==> src/u16e_pkg.sv <==
// Package for the UTF-16 escape parser: payload structs, status codes,
// decoder state type and the hex digit helper. No dependencies.
`default_nettype none

package u16e_pkg;

  localparam logic [7:0]  CHAR_BACKSLASH = 8'h5C;
  localparam logic [7:0]  CHAR_U         = 8'h75;
  localparam logic [15:0] HI_START       = 16'hD800;
  localparam logic [15:0] LO_START       = 16'hDC00;
  localparam logic [15:0] LO_LAST        = 16'hDFFF;
  localparam logic [20:0] PAIR_BIAS      = 21'h10000;
  localparam logic [3:0]  COUNT_MAX      = 4'hF;

  // Character positions within "\uXXXX\uXXXX".
  localparam logic [3:0]  POS_BSL1       = 4'd0;
  localparam logic [3:0]  POS_U1         = 4'd1;
  localparam logic [3:0]  POS_HEX1_FIRST = 4'd2;
  localparam logic [3:0]  POS_HEX1_LAST  = 4'd5;
  localparam logic [3:0]  POS_BSL2       = 4'd6;
  localparam logic [3:0]  POS_U2         = 4'd7;
  localparam logic [3:0]  POS_HEX2_LAST  = 4'd11;
  localparam logic [3:0]  LEN_SINGLE     = 4'd6;
  localparam logic [3:0]  LEN_PAIR       = 4'd12;

  typedef enum logic [2:0] {
    ST_OK         = 3'd0,
    ST_SHORT      = 3'd1,
    ST_NO_BSL     = 3'd2,
    ST_NO_U       = 3'd3,
    ST_LONE_LOW   = 3'd4,
    ST_NO_SECOND  = 3'd5,
    ST_BAD_SECOND = 3'd6
  } status_t;

  typedef enum logic [1:0] {
    PFX_OK     = 2'd0,
    PFX_NO_BSL = 2'd1,
    PFX_NO_U   = 2'd2
  } prefix_t;

  typedef struct packed {
    logic [7:0] char_byte;
    logic       last_char;
  } in_item_t;

  typedef struct packed {
    logic [20:0] code_point;
    logic [2:0]  status;
  } out_item_t;

  typedef struct packed {
    logic [3:0]  char_count;
    logic [15:0] first_unit;
    logic [15:0] second_unit;
    prefix_t     first_prefix_status;
    logic        second_prefix_ok;
    logic        first_digit_bad;
    logic        second_digit_bad;
  } dec_state_t;

  localparam dec_state_t STATE_RESET = '{
    char_count:          4'd0,
    first_unit:          16'h0000,
    second_unit:         16'h0000,
    first_prefix_status: PFX_OK,
    second_prefix_ok:    1'b1,
    first_digit_bad:     1'b0,
    second_digit_bad:    1'b0
  };

  // Bit 4 set means the byte is not a hex digit; the low nibble is then zero.
  function automatic logic [4:0] hex_value(input logic [7:0] b);
    logic [4:0] v;
    v = 5'h10;
    if (b >= 8'h30 && b <= 8'h39) v = {1'b0, 4'(b - 8'h30)};
    else if (b >= 8'h41 && b <= 8'h46) v = {1'b0, 4'(b - 8'h37)};
    else if (b >= 8'h61 && b <= 8'h66) v = {1'b0, 4'(b - 8'h57)};
    return v;
  endfunction

endpackage

`default_nettype wire

==> src/u16e_eval.sv <==
// Final checks of the UTF-16 escape parser: turns the decoder state after
// the last character into a code point and status. Uses u16e_pkg.
`default_nettype none

module u16e_eval (
  input  wire u16e_pkg::dec_state_t st,
  output u16e_pkg::out_item_t       res
);

  logic [15:0]       code1;
  logic [15:0]       code2;
  logic              is_low1;
  logic              is_high1;
  logic              is_low2;
  u16e_pkg::status_t status;
  logic [20:0]       cp;

  always_comb begin
    // A unit with a bad digit counts as zero.
    code1    = st.first_digit_bad  ? 16'h0000 : st.first_unit;
    code2    = st.second_digit_bad ? 16'h0000 : st.second_unit;
    is_low1  = (code1 >= u16e_pkg::LO_START) && (code1 <= u16e_pkg::LO_LAST);
    is_high1 = (code1 >= u16e_pkg::HI_START) && (code1 < u16e_pkg::LO_START);
    is_low2  = (code2 >= u16e_pkg::LO_START) && (code2 <= u16e_pkg::LO_LAST);
    status   = u16e_pkg::ST_OK;
    cp       = 21'd0;
    priority if (st.char_count < u16e_pkg::LEN_SINGLE) begin
      status = u16e_pkg::ST_SHORT;
    end else if (st.first_prefix_status == u16e_pkg::PFX_NO_BSL) begin
      status = u16e_pkg::ST_NO_BSL;
    end else if (st.first_prefix_status != u16e_pkg::PFX_OK) begin
      status = u16e_pkg::ST_NO_U;
    end else if (is_low1) begin
      status = u16e_pkg::ST_LONE_LOW;
    end else if (is_high1) begin
      if (st.char_count < u16e_pkg::LEN_PAIR || !st.second_prefix_ok) begin
        status = u16e_pkg::ST_NO_SECOND;
      end else if (!is_low2) begin
        status = u16e_pkg::ST_BAD_SECOND;
      end else begin
        cp = u16e_pkg::PAIR_BIAS + {1'b0, code1[9:0], code2[9:0]};
      end
    end else begin
      cp = {5'd0, code1};
    end
    res.code_point = cp;
    res.status     = status;
  end

endmodule

`default_nettype wire

==> src/utf16_escape_parser.sv <==
// Top level of the UTF-16 escape parser: input register, per-character
// state update and result register. Uses u16e_pkg and u16e_eval.
//
//   channel | signals                      | payload     | transaction
//   in      | in_valid, in_ready, in_data  | in_item_t   | one character
//   out     | out_valid, out_ready, out_data | out_item_t | one decoded string
//
// One character is taken per cycle while the input does not stall. A character
// waits in the input register until it can be folded in; the state update and
// final checks sit between that register and the result register, so out_valid
// rises when the result for the last character of a string is loaded there.
// Synchronous reset clears the pipeline and the decoder state.
// While a result waits, characters that are not last keep flowing into the
// decoder state; only a last character held behind a waiting result stalls
// the input.
`default_nettype none

module utf16_escape_parser (
  input  wire                  clk,
  input  wire                  rst,
  input  wire                  in_valid,
  output logic                 in_ready,
  input  wire u16e_pkg::in_item_t  in_data,
  output logic                 out_valid,
  input  wire                  out_ready,
  output u16e_pkg::out_item_t  out_data
);

  logic                  in_full;
  u16e_pkg::in_item_t    in_reg;
  u16e_pkg::dec_state_t  st;
  u16e_pkg::dec_state_t  st_next;
  u16e_pkg::out_item_t   res;
  logic                  adv;
  logic                  res_load;
  logic [4:0]            hv;
  logic [3:0]            pos;

  assign adv      = in_full && (!in_reg.last_char || !out_valid || out_ready);
  assign res_load = adv && in_reg.last_char;
  assign in_ready = !in_full || adv;

  always_ff @(posedge clk) begin
    if (rst) begin
      in_full <= 1'b0;
    end else if (in_ready) begin
      in_full <= in_valid;
    end
    if (in_ready && in_valid) begin
      in_reg <= in_data;
    end
  end

  // State after folding in the registered character.
  always_comb begin
    st_next = st;
    pos     = st.char_count;
    hv      = u16e_pkg::hex_value(in_reg.char_byte);
    if (pos == u16e_pkg::POS_BSL1) begin
      if (in_reg.char_byte != u16e_pkg::CHAR_BACKSLASH) begin
        st_next.first_prefix_status = u16e_pkg::PFX_NO_BSL;
      end
    end else if (pos == u16e_pkg::POS_U1) begin
      if (st.first_prefix_status == u16e_pkg::PFX_OK &&
          in_reg.char_byte != u16e_pkg::CHAR_U) begin
        st_next.first_prefix_status = u16e_pkg::PFX_NO_U;
      end
    end else if (pos <= u16e_pkg::POS_HEX1_LAST) begin
      if (hv[4]) st_next.first_digit_bad = 1'b1;
      st_next.first_unit = {st.first_unit[11:0], hv[3:0]};
    end else if (pos == u16e_pkg::POS_BSL2) begin
      if (in_reg.char_byte != u16e_pkg::CHAR_BACKSLASH) st_next.second_prefix_ok = 1'b0;
    end else if (pos == u16e_pkg::POS_U2) begin
      if (in_reg.char_byte != u16e_pkg::CHAR_U) st_next.second_prefix_ok = 1'b0;
    end else if (pos <= u16e_pkg::POS_HEX2_LAST) begin
      if (hv[4]) st_next.second_digit_bad = 1'b1;
      st_next.second_unit = {st.second_unit[11:0], hv[3:0]};
    end
    if (st.char_count != u16e_pkg::COUNT_MAX) begin
      st_next.char_count = st.char_count + 4'd1;
    end
  end

  u16e_eval u_eval (
    .st  (st_next),
    .res (res)
  );

  always_ff @(posedge clk) begin
    if (rst) begin
      st <= u16e_pkg::STATE_RESET;
    end else if (res_load) begin
      st <= u16e_pkg::STATE_RESET;
    end else if (adv) begin
      st <= st_next;
    end
  end

  always_ff @(posedge clk) begin
    if (rst) begin
      out_valid <= 1'b0;
    end else if (res_load) begin
      out_valid <= 1'b1;
    end else if (out_ready) begin
      out_valid <= 1'b0;
    end
    if (res_load) begin
      out_data <= res;
    end
  end

  // Any failure status carries a zero code point.
  a_err_zero_cp: assert property (@(posedge clk) disable iff (rst)
    out_valid && out_data.status != u16e_pkg::ST_OK |-> out_data.code_point == 21'd0)
    else $error("nonzero code point with failure status");

  // A successful result is never a surrogate code unit.
  a_ok_not_surrogate: assert property (@(posedge clk) disable iff (rst)
    out_valid && out_data.status == u16e_pkg::ST_OK |->
      (out_data.code_point < 21'h0D800 || out_data.code_point > 21'h0DFFF))
    else $error("surrogate reported as code point");

  // The decoder state starts over after each string.
  a_state_cleared: assert property (@(posedge clk) disable iff (rst)
    res_load |=> st.char_count == 4'd0 && st.second_prefix_ok &&
      st.first_prefix_status == u16e_pkg::PFX_OK)
    else $error("state not cleared after result");

  // The input stalls only behind a held last character.
  a_stall_reason: assert property (@(posedge clk) disable iff (rst)
    !in_ready |-> in_full && in_reg.last_char && out_valid && !out_ready)
    else $error("unexpected input stall");

endmodule

`default_nettype wire
==> config.mk <==
export PLATFORM = sky130hd
export DESIGN_NAME = utf16_escape_parser
export DESIGN_NICKNAME = d
export VERILOG_FILES = /design/src/u16e_pkg.sv /design/src/u16e_eval.sv /design/src/utf16_escape_parser.sv
export SDC_FILE = /design/constraint.sdc
export NUM_CORES = 1
export LEC_CHECK = 0
export ABC_AREA = 0
export BUFFER_PORTS_ARGS = -buffer_cell sky130_fd_sc_hd__buf_2
export CORE_MARGIN = 3
export CORE_UTILIZATION = 44
export DETAILED_ROUTE_END_ITERATION = 12
export GPL_TIMING_DRIVEN = 0
export SYNTH_ARGS = -nofsm -noshare
export SYNTH_HDL_FRONTEND = slang
export SYNTH_SLANG_ARGS = --single-unit
export TNS_END_PERCENT = 10
==> constraint.sdc <==
create_clock -name clk -period 4.4 [get_ports clk]
set_clock_uncertainty 0.2 [all_clocks]
set_input_delay 0.22 -clock clk [delete_from_list [all_inputs] [get_ports clk]]
set_output_delay 0.22 -clock clk [all_outputs]
set_load 0.1 [all_outputs]
==> run_results.csv, run 1 <==
group,metric,value,unit
status,outcome,"complete, no violations",
synthesis,avgSynthCellArea,10.0,um2
clocking,clock_latency,0.34,ns
synthesis,synth.distinct_cells,65,
routing,ant_nets,0,
power_and_ir_drop,power,1460,uW
routing,wl_per_cell,17.0,um
critical_path,critical_path_required,4.37,ns
synthesis,synth_top_area_cell,"edfxtp_1",
critical_path,cpLargestDelayFamily,"buffers and inverters",
die,ios,39,
critical_path,crit_chain,"inv_1 > ha_1 > o32ai_1 > clkbuf_1 > mux2i_1 > nor4_4 > nand4_4 > buf_6 > o22ai_2",
placed_design,gp_congestion,0.901,
synthesis,yosysSeqAreaShare,0.471,
cells_and_area,largest_reg_flops,37,
synthesis,synth_fa_ha_area_frac,0.0318,
synthesis,synth_compound_area_frac,0.182,
synthesis,synth_nets,415,
synthesis,synth_top_family_by_area,"simple AND/OR/NAND/NOR gates",
sta,drv_slew,0,
power_and_ir_drop,clockPowerShare,0.363,
hold_path,hp-class,"primary input to flop",
critical_path,end_kind,"flop",
global_routing,grt_pass1_wl,16.0,mm
synthesis,synthArstFlopShare,0,
power_and_ir_drop,seqPwrFrac,0.523,
critical_path,worstPathMaxFanout,10,
power_and_ir_drop,switching_share,0.265,
sta,max_freq,291,MHz
critical_path,slowest_delay,0.51,ns
critical_path,cp_num_buf_inv,3,
die,die_w,101,um
power_and_ir_drop,p_per_area,320,mW/mm2
synthesis,ys_top_cells_by_area,"edfxtp_1, dfxtp_1, mux2i_1",
critical_path,ff2ff_path_depth,9,
routing,drtPass1Iterations,5,
die,fp.dieH,101,um
global_routing,grt_pass1_vias,3090,
global_routing,met2_usage,0.332,
synthesis,synth_area,0.00393,mm2
synthesis,synth-main-ff-cell,"dfxtp_1",
power_and_ir_drop,leakagePower,0.00169,uW
cells_and_area,fillers,751,
cells_and_area,stdcell_count,563,
clocking,cts_buffers,9,
synthesis,ys_warn_count,0,
critical_path,critPathSlowestCell,"clkbuf_1",
clocking,htreeDepth,3,
clocking,clock-root-buffer,"clkbuf_8",
critical_path,worstPathArrival,3.41,ns
synthesis,synth_edf_count,33,
sta,fin_crit_sh,0.781,
synthesis,synthMuxAreaShare,0.0773,
clocking,cts_tree,"done",
placed_design,dpl_cell_area,0.00426,mm2
power_and_ir_drop,p_comb_frac,0.114,
global_routing,grt_busiest_layer,"met2",
cells_and_area,syn2layout_area_growth,16.2,%
routing,drt_iter0_markers,159,
synthesis,synthTopCellsByCount,"nand2_1, dfxtp_1, edfxtp_1",
cells_and_area,antennaDiodeCount,0,
die,core,0.00846,mm2
global_routing,grt_max_degree,27,
global_routing,grt_usage,0.203,
sta,slew_headroom,0.120,
critical_path,critPathKind,"flop to flop",
sta,grt_setup_unrepaired,"false",
sta,tns,0,ns
sta,hold_violations,0,
global_routing,grtUsageMet1,0.283,
cells_and_area,fin_nets,476,
routing,vias,3199,
cells_and_area,finalInstanceArea,0.00457,mm2
cells_and_area,drive_above_1_share,0.190,
synthesis,synth.most_common_cell,"nand2_1",
clocking,clock_path_buffers,2,
sta,worstMarginPinSlew,1.32,ns
run,cap_viol_max_count,0,
global_routing,overflow,0,
die,num_rows,33,
global_routing,met3_usage,0.0284,
routing,drc,0,
hold_path,whs_path_depth,4,
power_and_ir_drop,power_switching,389,uW
die,initial_core_util,0.465,
synthesis,ys_ff_latch,76,
synthesis,synthCells,392,
synthesis,synth-xor-area-share,0.00668,
power_and_ir_drop,peakVddDrop,0.145,mV
sta,setup_viol,0,
sta,period_minus_slack,3.44,ns
synthesis,yosys.area_share.simple,0.188,
clocking,clk_pin_slew,0.08,ns
synthesis,synth_top_area_share,0.252,
placed_design,post-dp-hpwl,6.92,mm
routing,via_per_inst,5.68,
routing,finalWirelength,9.59,mm
placed_design,dpl.cell_count,535,
critical_path,crit_cells,9,
placed_design,portBuffers,38,
global_routing,antenna_found_initial,0,
critical_path,critPathLaunchType,"flop",
die,fp.dieArea,0.0101,mm2
power_and_ir_drop,internal-power,1080,uW
clocking,cts_num_sinks,76,
## cells in the final DEF, fill, tap and decap left out, types with 3 or more instances in the layout
master / synthesis / layout
nor2_1: 32 / 32
edfxtp_1: 33 / 33
buf_6: 3 / 3
dfxtp_1: 43 / 43
mux2i_1: 27 / 27
a21oi_1: 25 / 25
a22oi_1: 3 / 3
nor2_2: 3 / 3
ha_1: 10 / 10
nand2b_1: 5 / 5
o21ai_1: 3 / 3
nand3b_1: 6 / 6
nor3_1: 9 / 9
a31oi_1: 7 / 7
nor2b_1: 6 / 6
o22ai_2: 7 / 7
nand2_1: 45 / 45
dlygate4sd3_1: 0 / 12
a211oi_1: 8 / 8
clkbuf_1: 16 / 17
clkinv_2: 0 / 3
nand4b_1: 3 / 3
nand3_1: 8 / 8
clkbuf_8: 1 / 11
buf_2: 0 / 38
inv_1: 12 / 12
o21ai_0: 21 / 21
o22ai_1: 4 / 4
mux2_2: 3 / 3
## cell type report
type	instances	area [um2]	area share
inverter	12	45.0	0.00986
sequential	76	1850	0.405
tap	105	131	0.0288
multi-input combinational	282	1910	0.418
timing repair buffer	50	310	0.0679
clock buffer	11	141	0.0309
buffer	22	126	0.0277
clock inverter	5	52.6	0.0115
## tightest hold or removal path, cell delays in order
cell     delay (ns)
buf_2          0.08
nor2b_1        0.06
nand3_1        0.11
a21oi_1        0.07
## path summary, 6_finish.rpt
check | start | end | slack (ns)
setup reg to reg | pos[0]$_SDFFE_PP0P_ | out_data[10]$_SDFFCE_PP0P_ | 0.96
hold / removal | out_ready | in_full$_SDFFE_PP0N_ | 0.04
setup / recovery | pos[0]$_SDFFE_PP0P_ | out_data[10]$_SDFFCE_PP0P_ | 0.96
hold reg to reg | st[2]$_SDFFE_PP1P_ | st[2]$_SDFFE_PP1P_ | 0.27
## layer usage
metal,up-vias,share of wire
met2,100,0.47
li1,1560,-
met1,1528,0.46
met4,0,0.011
met3,11,0.049
met5,-,0
## power groups by stage
stage | clock network (uW) | registers [uW] | logic [uW]
finish | 531 | 766 | 167
CTS | 541 | 766 | 166
global placement | 0 | 782 | 156
global route | 569 | 769 | 181
detailed placement | 0 | 782 | 158
floorplan | 0 | 817 | 81.7
## per-stage QoR
step / utilization / hold slack, ns / setup slack, ns
detailed placement: 0.503 / 0.201 / 0.994
global route: 0.540 / 0.0466 / 0.700
floorplan: - / 0.0891 / 1.39
global placement: 0.503 / 0.198 / 1.03
finish: 0.540 / 0.0388 / 0.962
CTS: 0.540 / 0.0328 / 0.981
## cell families (layout without fill, tap and decap cells)
group,after synthesis,count (layout)
fa+ha+maj,10,10
compound gates,101,101
buf+inv,34,100
flops,76,76
simple gates,138,138
mux,30,30
xor+xnor,3,3
## what timing repair did
action | CTS | global route
buffers inserted | 0 | 0
hold buffers | 12 | 0
resized for setup | 0 | 0
endpoints found under the hold margin | 11 | 0
(Power assumes the default switching activity.)
==> run 2: changes to the inputs <==
--- a/config.mk
+++ b/config.mk
@@ -5,7 +5,7 @@
 export SDC_FILE = /design/constraint.sdc
 export NUM_CORES = 1
 export LEC_CHECK = 0
-export ABC_AREA = 0
+export ABC_AREA = 1
 export BUFFER_PORTS_ARGS = -buffer_cell sky130_fd_sc_hd__buf_2
 export CORE_MARGIN = 3
 export CORE_UTILIZATION = 44
==> constraint.sdc (replaced) <==
create_clock -name clk -period 2.85 [get_ports clk]
set_clock_uncertainty 0.2 [all_clocks]
set_input_delay 0.1425 -clock clk [delete_from_list [all_inputs] [get_ports clk]]
set_output_delay 0.1425 -clock clk [all_outputs]
set_load 0.1 [all_outputs]
==> run_results.csv, run 2 <==
group,metric,value,unit
global_routing,antenna_found_initial,0,
synthesis,avgSynthCellArea,7.75,um2
critical_path,end_kind,"flop",
sta,worstMarginPinSlew,1.05,ns
cells_and_area,largest_reg_flops,37,
routing,drtPass1Iterations,5,
routing,wl_per_cell,13.6,um
critical_path,crit_chain,"inv_1 > ha_2 > inv_1 > nand3_2 > nand2_2 > nor2_4 > nand2_1 > nand2_1 > nand2_1 > nor2_4 > nand3_2 > buf_2 > nand2_1 > a21oi_1",
synthesis,synth.distinct_cells,37,
power_and_ir_drop,peakVddDrop,0.228,mV
cells_and_area,fin_nets,630,
global_routing,grt_pass1_wl,16.9,mm
critical_path,path_common_cell,"nand2_1",
critical_path,cpLargestDelayFamily,"simple AND/OR/NAND/NOR gates",
synthesis,synth_area,0.00419,mm2
critical_path,critical_path_required,2.75,ns
die,initial_core_util,0.466,
sta,grt_setup_unrepaired,"true",
critical_path,worstPathArrival,2.62,ns
cells_and_area,final_cell_mix,"nand2_1, inv_1, nor2_1",
cells_and_area,fillers,877,
synthesis,synth_top_area_share,0.237,
die,fp.dieArea,0.0107,mm2
routing,via_per_inst,4.86,
clocking,cts_buffers,9,
power_and_ir_drop,leakagePower,0.00219,uW
sta,period_minus_slack,2.72,ns
placed_design,post-dp-hpwl,7.60,mm
global_routing,overflow,0,
critical_path,critPathSlowestCell,"dfxtp_1",
placed_design,dpl_cell_area,0.00454,mm2
global_routing,grt_usage,0.193,
synthesis,synth_edf_count,33,
cells_and_area,antennaDiodeCount,0,
routing,drc,0,
die,core,0.00898,mm2
sta,fin_crit_sh,0.954,
critical_path,worstPathMaxFanout,10,
die,num_rows,34,
die,die_w,104,um
clocking,clock_path_buffers,2,
global_routing,grt_pass1_vias,3439,
cells_and_area,drive_above_1_share,0.201,
synthesis,synth-main-ff-cell,"dfxtp_1",
synthesis,synth_top_area_cell,"edfxtp_1",
routing,drt_iter0_markers,189,
critical_path,slowest_delay,0.34,ns
routing,finalWirelength,10.0,mm
synthesis,ys_warn_count,0,
routing,vias,3587,
synthesis,yosysSeqAreaShare,0.442,
cells_and_area,layout_commonest_cell,"nand2_1",
synthesis,synthArstFlopShare,0,
clocking,htreeDepth,3,
clocking,clk_pin_slew,0.08,ns
clocking,cts_tree,"done",
die,ios,39,
sta,slew_headroom,0.298,
sta,setup_viol,0,
synthesis,synth_nets,563,
sta,tns,0,ns
synthesis,synthCells,540,
clocking,clock-root-buffer,"clkbuf_8",
sta,max_freq,368,MHz
clocking,clock_latency,0.35,ns
global_routing,grt_max_degree,26,
critical_path,critPathKind,"flop to flop",
die,fp.dieH,104,um
clocking,cts_num_sinks,76,
synthesis,ys_ff_latch,76,
run,cap_viol_max_count,0,
sta,hold_violations,0,
synthesis,ys_top_cells_by_area,"edfxtp_1, dfxtp_1, nand2_1",
power_and_ir_drop,p_per_area,512,mW/mm2
routing,ant_nets,0,
placed_design,portBuffers,38,
placed_design,gp_congestion,0.842,
status,outcome,"complete, no violations",
synthesis,synth.most_common_cell,"nand2_1",
synthesis,synthTopCellsByCount,"nand2_1, inv_1, nor2_1",
cells_and_area,syn2layout_area_growth,17.8,%
sta,drv_slew,0,
critical_path,cp_num_buf_inv,3,
critical_path,critPathLaunchType,"flop",
hold_path,hp-class,"primary input to flop",
cells_and_area,finalInstanceArea,0.00493,mm2
[run 2: cell types whose count changed in the layout (fill, tap and decap cells not counted), sizes merged, moves of 7 or more]
cell    previous run  this run
o21ai             24        61
a21oi             25        35
inv               12        89
mux2i             27         1
nand3              8        48
nor3               9         2
o22ai             11         0
a31oi              8         0
o211ai             1         8
nor2              35        65
nand2             46       112
buf               43        50
[run 2: cell families after synthesis]
family	Yosys count	share of synthesized area
AND/OR/NAND/NOR	235	0.265
AO/OA/AOI/OAI	108	0.152
buffers and inverters	108	0.104
multiplexers	1	0.00239
XOR/XNOR	2	0.00419
flip-flops	76	0.442
adder cells (fa/ha/maj)	10	0.0299
[run 2: final timing paths]
path                                          start                   endpoint  slack [ns]  cells after the start
worst max-delay path            pos[1]$_SDFFE_PP0P_  out_data[3]$_SDFFCE_PP0P_        0.13                     14
worst max register to register  pos[1]$_SDFFE_PP0P_  out_data[3]$_SDFFCE_PP0P_        0.13                     14
worst min register to register   st[4]$_SDFFE_PP0P_         st[4]$_SDFFE_PP0P_        0.27                      2
worst min-delay path                       in_valid        in_reg[4]$_DFFE_PP_        0.14                      3
[run 2: routing by layer]
layer  routed length [um]  share of wire  GRT usage  up-vias
met4                  208          0.021     0.0741        0
met5                    0              0          0        -
met2                 4520           0.45      0.311       74
li1                     -              -          -     1884
met1                 4800           0.48      0.261     1608
met3                  488          0.049     0.0311       21
[run 2: through the flow]
step	cells	setup WS (ns)	total power (uW)	hold WS [ns]	util
after floorplan	540	0.283	1660	0.0116	-
after global placement	704	-0.0302	1770	0.114	0.506
after detailed placement	704	-0.0772	1780	0.118	0.506
after CTS	732	-0.00103	2510	0.123	0.538
after global routing	738	-0.0210	2660	0.165	0.549
final	738	0.130	2530	0.139	0.549
[run 2: power breakdown]
group	leakage (uW)	switching [uW]	total, uW	internal, uW
clock network	0.0000824	389	716	327
logic	0.00146	417	587	170
registers	0.000643	33.1	1220	1190
[run 2: layout make-up]
cell class,count,area [um2],share of cell area
Tap cell,126,158,0.0320
Sequential cell,76,1850,0.376
Clock inverter,2,11.3,0.00228
Inverter,89,337,0.0683
Clock buffer,14,146,0.0297
Multi-Input combinational cell,356,1970,0.399
Timing Repair Buffer,56,355,0.0721
Buffer,19,105,0.0213
[run 2: timing repair]
action / 4_1_cts / 5_1_grt
pin swaps: 0 / 3
setup endpoints to repair: 3 / 25
endpoints found under the hold margin: 11 / 0
resized for setup: 2 / 17
setup buffers: 0 / 6
hold buffers: 12 / 0
[run 2: worst register-to-register path, cell delays in order, from the launching register on]
cell	delay, ns
dfxtp_1	0.34
inv_1	0.14
ha_2	0.26
inv_1	0.07
nand3_2	0.11
nand2_2	0.13
nor2_4	0.19
nand2_1	0.07
nand2_1	0.11
nand2_1	0.10
nor2_4	0.16
nand3_2	0.17
buf_2	0.24
nand2_1	0.10
a21oi_1	0.09
